<file path="src/rtl/cra_pkg.sv">
// cra_pkg: types and codes shared by the contiguous region allocator
// used by cra_checker, tb and contiguous_region_allocator
// no dependencies
package cra_pkg;

   localparam int SIZE_W  = 21;
   localparam int OWNER_W = 8;
   localparam int ADDR_W  = 20;

   localparam logic [SIZE_W-1:0] MEM_MAX = 21'd1048576;

   localparam logic [1:0] CMD_ALLOC   = 2'd0;
   localparam logic [1:0] CMD_RELEASE = 2'd1;
   localparam logic [1:0] CMD_COMPACT = 2'd2;

   localparam logic [1:0] FIT_FIRST = 2'd0;
   localparam logic [1:0] FIT_BEST  = 2'd1;
   localparam logic [1:0] FIT_WORST = 2'd2;

   localparam logic [1:0] ST_OK    = 2'd0;
   localparam logic [1:0] ST_NOFIT = 2'd1;
   localparam logic [1:0] ST_NOID  = 2'd2;
   localparam logic [1:0] ST_FULL  = 2'd3;

   typedef struct packed {
      logic [1:0]         cmd;
      logic [OWNER_W-1:0] proc_id;
      logic [SIZE_W-1:0]  alloc_size;
      logic [1:0]         fit_mode;
   } cra_req_type;

   typedef struct packed {
      logic [1:0]        status;
      logic [ADDR_W-1:0] base_address;
   } cra_rsp_type;

   typedef struct packed {
      logic [SIZE_W-1:0]  size;
      logic [OWNER_W-1:0] owner;
   } cra_entry_type;

endpackage

</file>
<file path="src/rtl/cra_ram.sv">
// cra_ram: generic single write, single read ram with registered read
// no dependencies
module cra_ram #(
   parameter int WIDTH = 8,
   parameter int DEPTH = 64
) (
   input  logic                     clock,
   input  logic                     wr_en,
   input  logic [$clog2(DEPTH)-1:0] wr_addr,
   input  logic [WIDTH-1:0]         wr_data,
   input  logic [$clog2(DEPTH)-1:0] rd_addr,
   output logic [WIDTH-1:0]         rd_data
);

   logic [WIDTH-1:0] mem_ff [DEPTH];
   logic [WIDTH-1:0] rd_data_ff;

   always_ff @(posedge clock) begin
      if (wr_en) begin
         mem_ff[wr_addr] <= wr_data;
      end
      rd_data_ff <= mem_ff[rd_addr];
   end

   assign rd_data = rd_data_ff;

endmodule

</file>
<file path="src/rtl/contiguous_region_allocator.sv">
// contiguous_region_allocator: ordered region table with allocate, release, compact
// depends on cra_pkg and cra_ram
//
//   port group   dir   beat / use
//   req_*        in    one command: cmd, proc_id, alloc_size, fit_mode
//   rsp_*        out   one result: status, base_address
//   csr_*        in    memory_size write, rebuilds the table
//
// each valid alloc, release or compact walks the region table through the single ram port pair,
// with a read state and an evaluate or write state for each entry visited,
// both for a scan over N entries and for a shift of M entries
// after reset or a memory_size write, S_INIT rebuilds entry 0 before req_stall drops
// a finished result waits in the output register; the next command is taken
// meanwhile and holds at the end until rsp_stall lets the old beat go
module contiguous_region_allocator
   import cra_pkg::*;
#(
   parameter int MAX_REGIONS = 64
) (
   input  logic              clock,
   input  logic              reset,
   input  logic              req_valid,
   output logic              req_stall,
   input  cra_req_type       req_data,
   output logic              rsp_valid,
   input  logic              rsp_stall,
   output cra_rsp_type       rsp_data,
   input  logic              csr_wr_en,
   input  logic [SIZE_W-1:0] csr_wr_data
);

   localparam int IDX_W = $clog2(MAX_REGIONS);
   localparam int K_W   = $clog2(MAX_REGIONS + 2);
   localparam logic [K_W-1:0] K_ONE = K_W'(1);
   localparam logic [K_W-1:0] K_MAX = K_W'(MAX_REGIONS);

   localparam logic [4:0] S_INIT   = 5'd0;
   localparam logic [4:0] S_IDLE   = 5'd1;
   localparam logic [4:0] S_FIN    = 5'd2;
   localparam logic [4:0] S_AS_RD  = 5'd3;
   localparam logic [4:0] S_AS_EV  = 5'd4;
   localparam logic [4:0] S_AS_DEC = 5'd5;
   localparam logic [4:0] S_IN_RD  = 5'd6;
   localparam logic [4:0] S_IN_WR  = 5'd7;
   localparam logic [4:0] S_IN_FIX = 5'd8;
   localparam logic [4:0] S_IN_OWN = 5'd9;
   localparam logic [4:0] S_RS_RD  = 5'd10;
   localparam logic [4:0] S_RS_EV  = 5'd11;
   localparam logic [4:0] S_RN_EV  = 5'd12;
   localparam logic [4:0] S_RL_DEC = 5'd13;
   localparam logic [4:0] S_RM_RD  = 5'd14;
   localparam logic [4:0] S_RM_WR  = 5'd15;
   localparam logic [4:0] S_CP_RD  = 5'd16;
   localparam logic [4:0] S_CP_EV  = 5'd17;
   localparam logic [4:0] S_CP_END = 5'd18;

   logic [4:0]        state_ff, state_in;
   logic [SIZE_W-1:0] mem_size_ff, mem_size_in;
   logic [K_W-1:0]    count_ff, count_in;
   logic              rsp_valid_ff, rsp_valid_in;
   cra_rsp_type       rsp_data_ff, rsp_data_in;

   cra_req_type       cur_ff, cur_in;
   logic [K_W-1:0]    k_ff, k_in;
   logic [K_W-1:0]    pick_ff, pick_in;
   logic [K_W-1:0]    used_ff, used_in;
   logic [1:0]        shift_d_ff, shift_d_in;
   logic              found_ff, found_in;
   logic [SIZE_W-1:0] pick_size_ff, pick_size_in;
   logic [SIZE_W-1:0] pick_base_ff, pick_base_in;
   logic [SIZE_W-1:0] base_acc_ff, base_acc_in;
   logic [SIZE_W-1:0] spare_ff, spare_in;
   logic              prev_free_ff, prev_free_in;
   logic [SIZE_W-1:0] prev_size_ff, prev_size_in;
   logic              next_free_ff, next_free_in;
   logic [SIZE_W-1:0] next_size_ff, next_size_in;
   logic [SIZE_W-1:0] cur_size_ff, cur_size_in;
   logic [1:0]        res_status_ff, res_status_in;
   logic [SIZE_W-1:0] res_base_ff, res_base_in;

   logic              wr_en;
   logic [IDX_W-1:0]  wr_addr;
   cra_entry_type     wr_data;
   logic [IDX_W-1:0]  rd_addr;
   cra_entry_type     rd_data;

   logic              fits;
   logic              better;
   logic [SIZE_W-1:0] merge_sum;
   logic [SIZE_W-1:0] cfg_value;

   cra_ram #(
      .WIDTH ($bits(cra_entry_type)),
      .DEPTH (MAX_REGIONS)
   ) u_table (
      .clock   (clock),
      .wr_en   (wr_en),
      .wr_addr (wr_addr),
      .wr_data (wr_data),
      .rd_addr (rd_addr),
      .rd_data (rd_data)
   );

   assign req_stall = (state_ff != S_IDLE);
   assign rsp_valid = rsp_valid_ff;
   assign rsp_data  = rsp_data_ff;

   assign fits   = (rd_data.owner == '0) && (rd_data.size >= cur_ff.alloc_size);
   assign better = !found_ff
                   || ((cur_ff.fit_mode == FIT_BEST) && (rd_data.size < pick_size_ff))
                   || ((cur_ff.fit_mode == FIT_WORST) && (rd_data.size > pick_size_ff));
   assign merge_sum = cur_size_ff + (prev_free_ff ? prev_size_ff : '0)
                      + (next_free_ff ? next_size_ff : '0);

   always_comb begin
      cfg_value = csr_wr_data;
      if (csr_wr_data == '0) begin
         cfg_value = SIZE_W'(1);
      end else if (csr_wr_data > MEM_MAX) begin
         cfg_value = MEM_MAX;
      end
   end

   always_comb begin
      state_in      = state_ff;
      mem_size_in   = mem_size_ff;
      count_in      = count_ff;
      rsp_valid_in  = rsp_valid_ff && rsp_stall;
      rsp_data_in   = rsp_data_ff;
      cur_in        = cur_ff;
      k_in          = k_ff;
      pick_in       = pick_ff;
      used_in       = used_ff;
      shift_d_in    = shift_d_ff;
      found_in      = found_ff;
      pick_size_in  = pick_size_ff;
      pick_base_in  = pick_base_ff;
      base_acc_in   = base_acc_ff;
      spare_in      = spare_ff;
      prev_free_in  = prev_free_ff;
      prev_size_in  = prev_size_ff;
      next_free_in  = next_free_ff;
      next_size_in  = next_size_ff;
      cur_size_in   = cur_size_ff;
      res_status_in = res_status_ff;
      res_base_in   = res_base_ff;
      wr_en         = 1'b0;
      wr_addr       = '0;
      wr_data       = '0;
      rd_addr       = k_ff[IDX_W-1:0];

      case (state_ff)
         S_INIT: begin
            wr_en    = 1'b1;
            wr_addr  = '0;
            wr_data  = '{size: mem_size_ff, owner: '0};
            count_in = K_ONE;
            state_in = S_IDLE;
         end
         S_IDLE: begin
            if (req_valid) begin
               cur_in        = req_data;
               k_in          = '0;
               base_acc_in   = '0;
               found_in      = 1'b0;
               prev_free_in  = 1'b0;
               used_in       = '0;
               spare_in      = '0;
               res_status_in = ST_OK;
               res_base_in   = '0;
               case (req_data.cmd)
                  CMD_ALLOC: begin
                     if (req_data.proc_id == '0) begin
                        res_status_in = ST_NOID;
                        state_in      = S_FIN;
                     end else if ((req_data.alloc_size == '0)
                                  || ((req_data.fit_mode != FIT_FIRST)
                                      && (req_data.fit_mode != FIT_BEST)
                                      && (req_data.fit_mode != FIT_WORST))) begin
                        res_status_in = ST_NOFIT;
                        state_in      = S_FIN;
                     end else begin
                        state_in = S_AS_RD;
                     end
                  end
                  CMD_RELEASE: begin
                     if (req_data.proc_id == '0) begin
                        res_status_in = ST_NOID;
                        state_in      = S_FIN;
                     end else begin
                        state_in = S_RS_RD;
                     end
                  end
                  CMD_COMPACT: begin
                     state_in = S_CP_RD;
                  end
                  default: begin
                     state_in = S_FIN;
                  end
               endcase
            end
         end
         S_FIN: begin
            if (!rsp_valid_ff || !rsp_stall) begin
               rsp_valid_in             = 1'b1;
               rsp_data_in.status       = res_status_ff;
               rsp_data_in.base_address = res_base_ff[ADDR_W-1:0];
               state_in                 = S_IDLE;
            end
         end
         S_AS_RD: begin
            state_in = S_AS_EV;
         end
         S_AS_EV: begin
            if (fits && better) begin
               pick_in      = k_ff;
               pick_size_in = rd_data.size;
               pick_base_in = base_acc_ff;
               found_in     = 1'b1;
            end
            base_acc_in = base_acc_ff + rd_data.size;
            k_in        = k_ff + K_ONE;
            if (((cur_ff.fit_mode == FIT_FIRST) && fits) || (k_ff + K_ONE >= count_ff)) begin
               state_in = S_AS_DEC;
            end else begin
               state_in = S_AS_RD;
            end
         end
         S_AS_DEC: begin
            if (!found_ff) begin
               res_status_in = ST_NOFIT;
               state_in      = S_FIN;
            end else if (pick_size_ff == cur_ff.alloc_size) begin
               wr_en         = 1'b1;
               wr_addr       = pick_ff[IDX_W-1:0];
               wr_data       = '{size: pick_size_ff, owner: cur_ff.proc_id};
               res_status_in = ST_OK;
               res_base_in   = pick_base_ff;
               state_in      = S_FIN;
            end else if (count_ff >= K_MAX) begin
               res_status_in = ST_FULL;
               state_in      = S_FIN;
            end else if (pick_ff + K_ONE == count_ff) begin
               state_in = S_IN_FIX;
            end else begin
               k_in     = count_ff - K_ONE;
               state_in = S_IN_RD;
            end
         end
         S_IN_RD: begin
            state_in = S_IN_WR;
         end
         S_IN_WR: begin
            wr_en   = 1'b1;
            wr_addr = IDX_W'(k_ff + K_ONE);
            wr_data = rd_data;
            if (k_ff == pick_ff + K_ONE) begin
               state_in = S_IN_FIX;
            end else begin
               k_in     = k_ff - K_ONE;
               state_in = S_IN_RD;
            end
         end
         S_IN_FIX: begin
            wr_en    = 1'b1;
            wr_addr  = IDX_W'(pick_ff + K_ONE);
            wr_data  = '{size: pick_size_ff - cur_ff.alloc_size, owner: '0};
            state_in = S_IN_OWN;
         end
         S_IN_OWN: begin
            wr_en         = 1'b1;
            wr_addr       = pick_ff[IDX_W-1:0];
            wr_data       = '{size: cur_ff.alloc_size, owner: cur_ff.proc_id};
            count_in      = count_ff + K_ONE;
            res_status_in = ST_OK;
            res_base_in   = pick_base_ff;
            state_in      = S_FIN;
         end
         S_RS_RD: begin
            state_in = S_RS_EV;
         end
         S_RS_EV: begin
            rd_addr = IDX_W'(k_ff + K_ONE);
            if (rd_data.owner == cur_ff.proc_id) begin
               pick_in      = k_ff;
               cur_size_in  = rd_data.size;
               pick_base_in = base_acc_ff;
               if (k_ff + K_ONE < count_ff) begin
                  state_in = S_RN_EV;
               end else begin
                  next_free_in = 1'b0;
                  state_in     = S_RL_DEC;
               end
            end else begin
               prev_free_in = (rd_data.owner == '0);
               prev_size_in = rd_data.size;
               base_acc_in  = base_acc_ff + rd_data.size;
               if (k_ff + K_ONE < count_ff) begin
                  k_in     = k_ff + K_ONE;
                  state_in = S_RS_RD;
               end else begin
                  res_status_in = ST_NOID;
                  state_in      = S_FIN;
               end
            end
         end
         S_RN_EV: begin
            next_free_in = (rd_data.owner == '0);
            next_size_in = rd_data.size;
            state_in     = S_RL_DEC;
         end
         S_RL_DEC: begin
            wr_en   = 1'b1;
            wr_data = '{size: merge_sum, owner: '0};
            if (prev_free_ff) begin
               wr_addr = IDX_W'(pick_ff - K_ONE);
            end else begin
               wr_addr = pick_ff[IDX_W-1:0];
            end
            res_status_in = ST_OK;
            res_base_in   = pick_base_ff;
            shift_d_in    = {1'b0, prev_free_ff} + {1'b0, next_free_ff};
            k_in          = pick_ff + K_ONE + K_W'(next_free_ff);
            if (!prev_free_ff && !next_free_ff) begin
               state_in = S_FIN;
            end else begin
               state_in = S_RM_RD;
            end
         end
         S_RM_RD: begin
            if (k_ff < count_ff) begin
               state_in = S_RM_WR;
            end else begin
               count_in = count_ff - K_W'(shift_d_ff);
               state_in = S_FIN;
            end
         end
         S_RM_WR: begin
            wr_en    = 1'b1;
            wr_addr  = IDX_W'(k_ff - K_W'(shift_d_ff));
            wr_data  = rd_data;
            k_in     = k_ff + K_ONE;
            state_in = S_RM_RD;
         end
         S_CP_RD: begin
            if (k_ff < count_ff) begin
               state_in = S_CP_EV;
            end else begin
               state_in = S_CP_END;
            end
         end
         S_CP_EV: begin
            if (rd_data.owner != '0) begin
               wr_en   = 1'b1;
               wr_addr = used_ff[IDX_W-1:0];
               wr_data = rd_data;
               used_in = used_ff + K_ONE;
            end else begin
               spare_in = spare_ff + rd_data.size;
            end
            k_in     = k_ff + K_ONE;
            state_in = S_CP_RD;
         end
         S_CP_END: begin
            if ((spare_ff != '0) && (used_ff < K_MAX)) begin
               wr_en    = 1'b1;
               wr_addr  = used_ff[IDX_W-1:0];
               wr_data  = '{size: spare_ff, owner: '0};
               count_in = used_ff + K_ONE;
            end else begin
               count_in = used_ff;
            end
            res_status_in = ST_OK;
            res_base_in   = '0;
            state_in      = S_FIN;
         end
         default: begin
            state_in = S_INIT;
         end
      endcase

      if (csr_wr_en) begin
         mem_size_in = cfg_value;
         state_in    = S_INIT;
      end
   end

   always_ff @(posedge clock) begin
      if (reset) begin
         state_ff     <= S_INIT;
         mem_size_ff  <= MEM_MAX;
         count_ff     <= K_ONE;
         rsp_valid_ff <= 1'b0;
      end else begin
         state_ff     <= state_in;
         mem_size_ff  <= mem_size_in;
         count_ff     <= count_in;
         rsp_valid_ff <= rsp_valid_in;
      end
   end

   always_ff @(posedge clock) begin
      rsp_data_ff   <= rsp_data_in;
      cur_ff        <= cur_in;
      k_ff          <= k_in;
      pick_ff       <= pick_in;
      used_ff       <= used_in;
      shift_d_ff    <= shift_d_in;
      found_ff      <= found_in;
      pick_size_ff  <= pick_size_in;
      pick_base_ff  <= pick_base_in;
      base_acc_ff   <= base_acc_in;
      spare_ff      <= spare_in;
      prev_free_ff  <= prev_free_in;
      prev_size_ff  <= prev_size_in;
      next_free_ff  <= next_free_in;
      next_size_ff  <= next_size_in;
      cur_size_ff   <= cur_size_in;
      res_status_ff <= res_status_in;
      res_base_ff   <= res_base_in;
   end

`ifndef SYNTHESIS
   a_count_range: assert property (@(posedge clock) disable iff (reset)
      (count_ff != '0) && (count_ff <= K_MAX))
      else $error("region count out of range");

   a_idle_no_write: assert property (@(posedge clock) disable iff (reset)
      (state_ff == S_IDLE) |-> !wr_en)
      else $error("table written while idle");

   a_fin_holds: assert property (@(posedge clock) disable iff (reset)
      (state_ff == S_FIN) && rsp_valid_ff && rsp_stall && !csr_wr_en |=> (state_ff == S_FIN))
      else $error("result lost while output beat stalled");

   a_rsp_held: assert property (@(posedge clock) disable iff (reset)
      rsp_valid_ff && rsp_stall |=> rsp_valid_ff && $stable(rsp_data_ff))
      else $error("stalled result beat changed");
`endif

endmodule

</file>
<file path="config.mk">
export PLATFORM = sky130hd
export DESIGN_NAME = contiguous_region_allocator
export DESIGN_NICKNAME = d
export VERILOG_FILES = /design/src/rtl/cra_pkg.sv /design/src/rtl/cra_ram.sv /design/src/rtl/contiguous_region_allocator.sv
export SDC_FILE = /design/constraint.sdc
export NUM_CORES = 2
export LEC_CHECK = 0
export BUFFER_PORTS_ARGS = -buffer_cell sky130_fd_sc_hd__buf_2
export CAP_MARGIN = 20
export CORE_AREA = 3 3 480 482
export DETAILED_ROUTE_END_ITERATION = 8
export DIE_AREA = 0 0 483 485
export GPL_TIMING_DRIVEN = 0
export MAX_ROUTING_LAYER = met4
export SLEW_MARGIN = 25
export SYNTH_ARGS = -nofsm -noshare
export SYNTH_HDL_FRONTEND = slang
export SYNTH_SLANG_ARGS = --single-unit
</file>
<file path="constraint.sdc">
create_clock -name clock -period 10.1 [get_ports clock]
set_input_delay 2.02 -clock clock [delete_from_list [all_inputs] [get_ports clock]]
set_output_delay 2.02 -clock clock [all_outputs]
set_load 0.03 [all_outputs]
</file>
Word-level counts from Yosys, hierarchy flattened --
Memory sizes are Yosys's and may differ from the RTL's. A register that Yosys moved wholly into a read port is not among the register bits. Index checks and enable logic that the tools add are counted. W data, S select, Z words.
Storage, ports and cells: word-level logic and storage cells 253, input bits 59, register bits 281, RAM bits 1856, memories 1
Cells by class: order comparisons 9, reduce and logical (&&, ||, !) cells 64, eq/ne operators 46, add/subtract/negate cells 16, muxes and demuxes 91, bitwise gates (word level) 1
Memories:
- u_table.mem_ff | words 64, width 29, read ports 1, clocked after Yosys merged registers in 1, wr ports 1, RTL line cra_ram.sv:15 | logic [WIDTH-1:0] mem_ff [DEPTH];
Operators with widths (count):
- $pmux W29 S8 | 1
- $mux W21 | 7
- $mux W29 | 4
- $mux W7 | 13
- $pmux W5 S18 | 1
- $add A21 B21 Y21 | 4
- $mux W20 | 4
- $pmux W20 S4 | 1
- $pmux W21 S3 | 1
- $pmux W6 S8 | 1
- $logic_not A21 Y1 | 2
- $pmux W21 S2 | 1
- $pmux W7 S6 | 1
- $eq A5 B4 Y1 const B | 8
- $pmux W20 S2 | 1
- $mux W4 | 9
- $mux W6 | 6
- $ne A2 B2 Y1 const B | 17
- $add A7 B1 Y7 const B | 4
- $pmux W7 S2 | 2
- $pmux W7 S4 | 1
- $eq A21 B21 Y1 | 1
- $ge A21 B21 Y1 | 1
- $gt A21 B21 Y1 | 1
- 54 further kinds | 135

Longest topological paths before layout --
word-level depth 9, depth in mapped cells 14, gate-level depth less buffers 13

Modules after synthesis --
From an unflattened synthesis, not the netlist that was laid out.
Unflattened totals: cells, all modules 4976, area total of the unflattened synthesis 89937.5 µm²
Modules (own cells, without submodules):
- cra_ram | area each 71542.4 µm², sequential area each 56314.0 µm², cells an instance 3216, times used 1
- contiguous_region_allocator | area each 18395.1 µm², sequential area each 8067.7 µm², cells an instance 1760, times used 1

Worst setup path after synthesis --
OpenSTA, ideal clock, no wires.
path kind flip-flop to flip-flop, start register u_table.rd_data_ff[18] (netlist: u_table.rd_data[18]), read port of u_table.mem_ff, end register pick_base_ff[0], enable pin, setup slack 3.670 ns, arrival time 6.060 ns, stages on the path, launching flop included 10, clock period less this slack 6.430 ns, setup time 0.369 ns, path buffers 0, path through dfxtp_1 -> ha_1 -> a21o_1 -> a21o_1 -> a21oi_1 -> o21ai_0 -> a221oi_1 -> mux2i_1 -> a2111oi_0 -> or2_2
On the way: word-level cells in the longest chain between the ends 7, elaborated cells on any way between the ends 11, classes of those cells order compare: 3; eq/ne: 1; reduce/logical: 7
Ends and longest elaborated chain:
- from (decl) | RTL line cra_ram.sv:16 | logic [WIDTH-1:0] rd_data_ff;
- $lt A21 B21 Y1 | RTL line contiguous_region_allocator.sv:110 | || ((cur_ff.fit_mode == FIT_BEST) && (rd_data.size < pick_size_ff))
- $logic_and A1 B1 Y1 | RTL line contiguous_region_allocator.sv:110
- $logic_or A1 B1 Y1 | RTL line contiguous_region_allocator.sv:110
- $logic_or A1 B1 Y1 | RTL line contiguous_region_allocator.sv:111 | || ((cur_ff.fit_mode == FIT_WORST) && (rd_data.size > pick_size_ff));
- $logic_and A1 B1 Y1 (*) | RTL line contiguous_region_allocator.sv:215 | if (fits && better) begin
- $ne A2 B2 Y1 (no source line) (*)
- $reduce_and A3 Y1 (no source line) (*)
- to (signal assigned) | RTL line contiguous_region_allocator.sv:411 | pick_base_ff <= pick_base_in;
- to (decl) | RTL line contiguous_region_allocator.sv:70 | logic [SIZE_W-1:0] pick_base_ff, pick_base_in;
Every way passes the cells marked *; elsewhere a longest branch is shown, timed or not. A chain may end at the register's enable or synchronous reset.

Worst setup path in the final report --
start register cur_ff[19] in the netlist's numbering, end memory u_table.mem_ff[9][26] in the netlist's numbering, enable pin
On the way: word-level cells in the longest chain between the ends 6, elaborated cells on any way between the ends 9, classes of those cells eq/ne: 1; mux: 8
Ends and longest elaborated chain:
- from (decl) | RTL line contiguous_region_allocator.sv:63 | cra_req_type cur_ff, cur_in;
- from (signal assigned) | RTL line contiguous_region_allocator.sv:404 | cur_ff <= cur_in;
- $eq A21 B21 Y1 (*) | RTL line contiguous_region_allocator.sv:233 | end else if (pick_size_ff == cur_ff.alloc_size) begin
- $mux W1 | RTL line contiguous_region_allocator.sv:233
- $mux W1 | RTL line contiguous_region_allocator.sv:230 | if (!found_ff) begin
- $pmux W1 S4 | RTL line contiguous_region_allocator.sv:152 | case (state_ff)
- $mux W1 | RTL line cra_ram.sv:19 | if (wr_en) begin
- $mux W1 (not written as such) | RTL line cra_ram.sv:20 | mem_ff[wr_addr] <= wr_data;
- to (decl) | RTL line cra_ram.sv:15
Marks and branches as above.

==> impl_metrics.csv <==
group,metric,value,unit
timing,skew,0.0667,ns
cts,hold_buffers,0,
timing,setup_tns,0,ns
worst_setup_path,cp-start-kind,"flip-flop",
worst_setup_path,crit_required,10.65,ns
finish,fillers,19900,
routing,vias,59500,
finish,final_common_cell,"edfxtp_1",
cts,cts_root_buffer,"clkbuf_16",
die,die_h,485,um
cts,cts_setup_buffers,0,
yosys,yosys.area_share.adder,2.68,%
timing,post-route-period-util,57.0,%
pwr,finalPower,0.0191,W
finish,areaGrowthSynthToFinish,16.6,%
die,rows,175,
yosys,async_flop_share,0,%
placed_design,gp_routability_congestion,0.952,
yosys,synth-xor-area-share,1.18,%
finish,final_layout_size_suffix_gt1_share,11.0,%
yosys,synth-simple-area-share,13.9,%
die,dieArea,234000,um^2
worst_setup_path,critPathCaptureType,"flip-flop",
placed_design,place_area,98400,um^2
cts,cts_resized,0,
cts,cts.sinks,2165,
yosys,ys_seq_area_share,71.1,%
yosys,synth.distinct_cells,82,
timing,whs,0.407,ns
yosys,synth.mux.area_fraction,2.91,%
finish,fin_cells,10400,
cts,cts_made_buffers,214,
finish,final_cell_mix,"edfxtp_1 (2102), nand2_1 (1516), nand3_1 (528)",
global_routing,grt_pass1_vias,56600,
die,coreArea,227000,um^2
cts,cts.clk_slew.worst_paths,0.06,ns
finish,seq_area,64400,um^2
yosys,syn-instance-count,6735,
placed_design,hpwlAfterDp,205,mm
pwr,p_leak,36.2,nW
timing,rsz0062_at_grt,"no",
yosys,synth.net_count,6972,
global_routing,grt_max_degree,65,
timing,hold_viol,0,
min_path,hold_class,"reg2reg",
global_routing,antenna_found_initial,22,
die,die_x,483,um
global_routing,overflow,0,
pwr,p_per_area,181,nW/um^2
yosys,synth_seq_cells,2165,
yosys,synth_top_family_by_area,"simple AND/OR/NAND/NOR gates",
die,io_pins,83,
routing,first_iter_violations,7211,
yosys,yosys.area.top_type,"edfxtp_1",
worst_setup_path,critPathMaxFanout,17,
cts,clk_latency,0.89,ns
timing,clock.fmax,174,MHz
routing,detail_route.vias_per_cell,5.73,
finish,layout.nets,7412,
routing,route.detailed.drc,0,
yosys,synthFlopType,"edfxtp_1",
outcome,outcome,"completed",
yosys,yosys_warnings,0,
die,start_util,39.9,%
global_routing,track_usage,24.4,%
yosys,synth_compound_area_share,6.03,%
finish,multi_input_area,25000,um^2
timing,fin_crit,5.75,ns
routing,routed_wirelength,285,mm
yosys,synth_enable_flop_cells,2102,
routing,wl_per_cell,27.5,um
flow_run,maxCapViolations,0,
yosys,synth_area_per_cell,13.4,um^2
placed_design,port-buffer-count,81,
routing,drt-pass1-iter-count,6,
finish,finalInstanceArea,106000,um^2
worst_setup_path,path_class,"reg2reg",
pwr,ir_drop,0.155,mV
yosys,synthTopCellsByArea,"edfxtp_1 (70%), nand2_1 (6.3%), nand3_1 (2.9%)",
yosys,synth.top_cell.area_share,69.7,%
timing,drv_slew,0,
cts,clk_path_buf_depth,3,
yosys,syn-cell-area,90500,um^2
placed_design,dpl.cell_count,9968,
timing,tightest_slew,1.06,ns
routing,antenna_left,0,
timing,relSlewSlack,29.0,%
cts,h-tree-depth,4,
global_routing,grt_pass1_wl,406,mm
cts,cts_tree,"built",
timing,setup_viol,0,
worst_setup_path,arrival,6.30,ns
## metrics by stage
step                worst slack, ns  utilization (%)
floorplan                      3.67                -
global placement              -2.77             41.7
detailed placement             4.44             43.4
CTS                            4.40             46.5
global route                   4.23             46.5
finish                         4.35             46.5
## synthesized netlist by cell type, types with 23 or more instances
library cell	number
a21o_1	42
a21oi_1	95
a22o_1	29
a32oi_1	230
and2_1	70
buf_2	117
clkbuf_1	229
dfxtp_1	63
edfxtp_1	2102
fa_1	26
ha_1	152
inv_1	105
mux2i_1	262
nand2_1	1519
nand2b_1	23
nand3_1	532
nand4_1	249
nor2_1	202
nor2b_1	28
nor3_1	59
nor4_1	27
o21ai_0	114
or3_1	44
xnor2_1	75
xor2_1	47
## layer usage
layer / track usage (%) / wire length (um) / vias up
li1: - / - / 26300
met1: 32.8 / 117000 / 29800
met2: 37.0 / 129000 / 2987
met3: 4.67 / 26900 / 460
met4: 9.43 / 12200 / 0
met5: - / 0 / -
## registers in the layout (all words and copies together) (netlist names), 2 cells and up
signal and count:
base_acc_ff 20, count_ff 7, cur_ff 31, cur_size_ff 21, k_ff 7, mem_size_ff 21, next_size_ff 21, pick_base_ff 20
pick_ff 7, pick_size_ff 21, prev_size_ff 21, res_base_ff 20, res_status_ff 2, rsp_data 22, shift_d_ff 2, spare_ff 21
state_ff 5, u_table.mem_ff 1856, u_table.rd_data 29, used_ff 7
## cell families after synthesis
family          count (synthesis)
buf+inv                       482
fa+ha+maj                     178
mux                           263
simple gates                 2808
flops                        2165
compound gates                717
xor+xnor                      122
## layout make-up
type                    count  share of cell area (%)
clock inverters           142                    1.41
diodes                     14                  0.0332
multi-input cells        4088                    23.7
inverters                 107                   0.381
repair buffers            224                    3.09
plain buffers             375                    1.51
clock buffers             261                    5.31
well taps                3009                    3.57
flip-flops and latches   2165                    61.0
## path summary, 6_finish.rpt
path	start	endpoint	slack (ns)	depth (start not counted)
min reg2reg	res_base_ff[16]$_SDFFCE_PN0P_	rsp_data[16]$_DFFE_PP_	0.41	0
min	res_base_ff[16]$_SDFFCE_PN0P_	rsp_data[16]$_DFFE_PP_	0.41	0
max	cur_ff[19]$_DFFE_PP_	u_table.mem_ff[9][26]$_DFFE_PP_	4.35	13
max reg2reg	cur_ff[19]$_DFFE_PP_	u_table.mem_ff[9][26]$_DFFE_PP_	4.35	13
## critical path, cell delays in order, from the launching register on
cell and delay [ns]:
edfxtp_1 0.46, inv_1 0.11, ha_1 0.28, buf_2 0.19
nand4_1 0.23, nor4_1 0.85, and4_1 0.30, clkbuf_1 0.48
o31a_1 0.26, a2111oi_4 0.11, nand3b_1 0.53, nand2b_1 0.68
nor2_4 0.70, buf_16 0.24
## report_power, final
part           leakage (nW)  total, W  switching, W  internal [W]
combinational          13.8   0.00113      0.000784      0.000342
sequential             19.0   0.00998      0.000107       0.00987
clock                  3.45   0.00803       0.00353       0.00450
total                  36.2    0.0191       0.00442        0.0147
(Power assumes the default switching activity.)
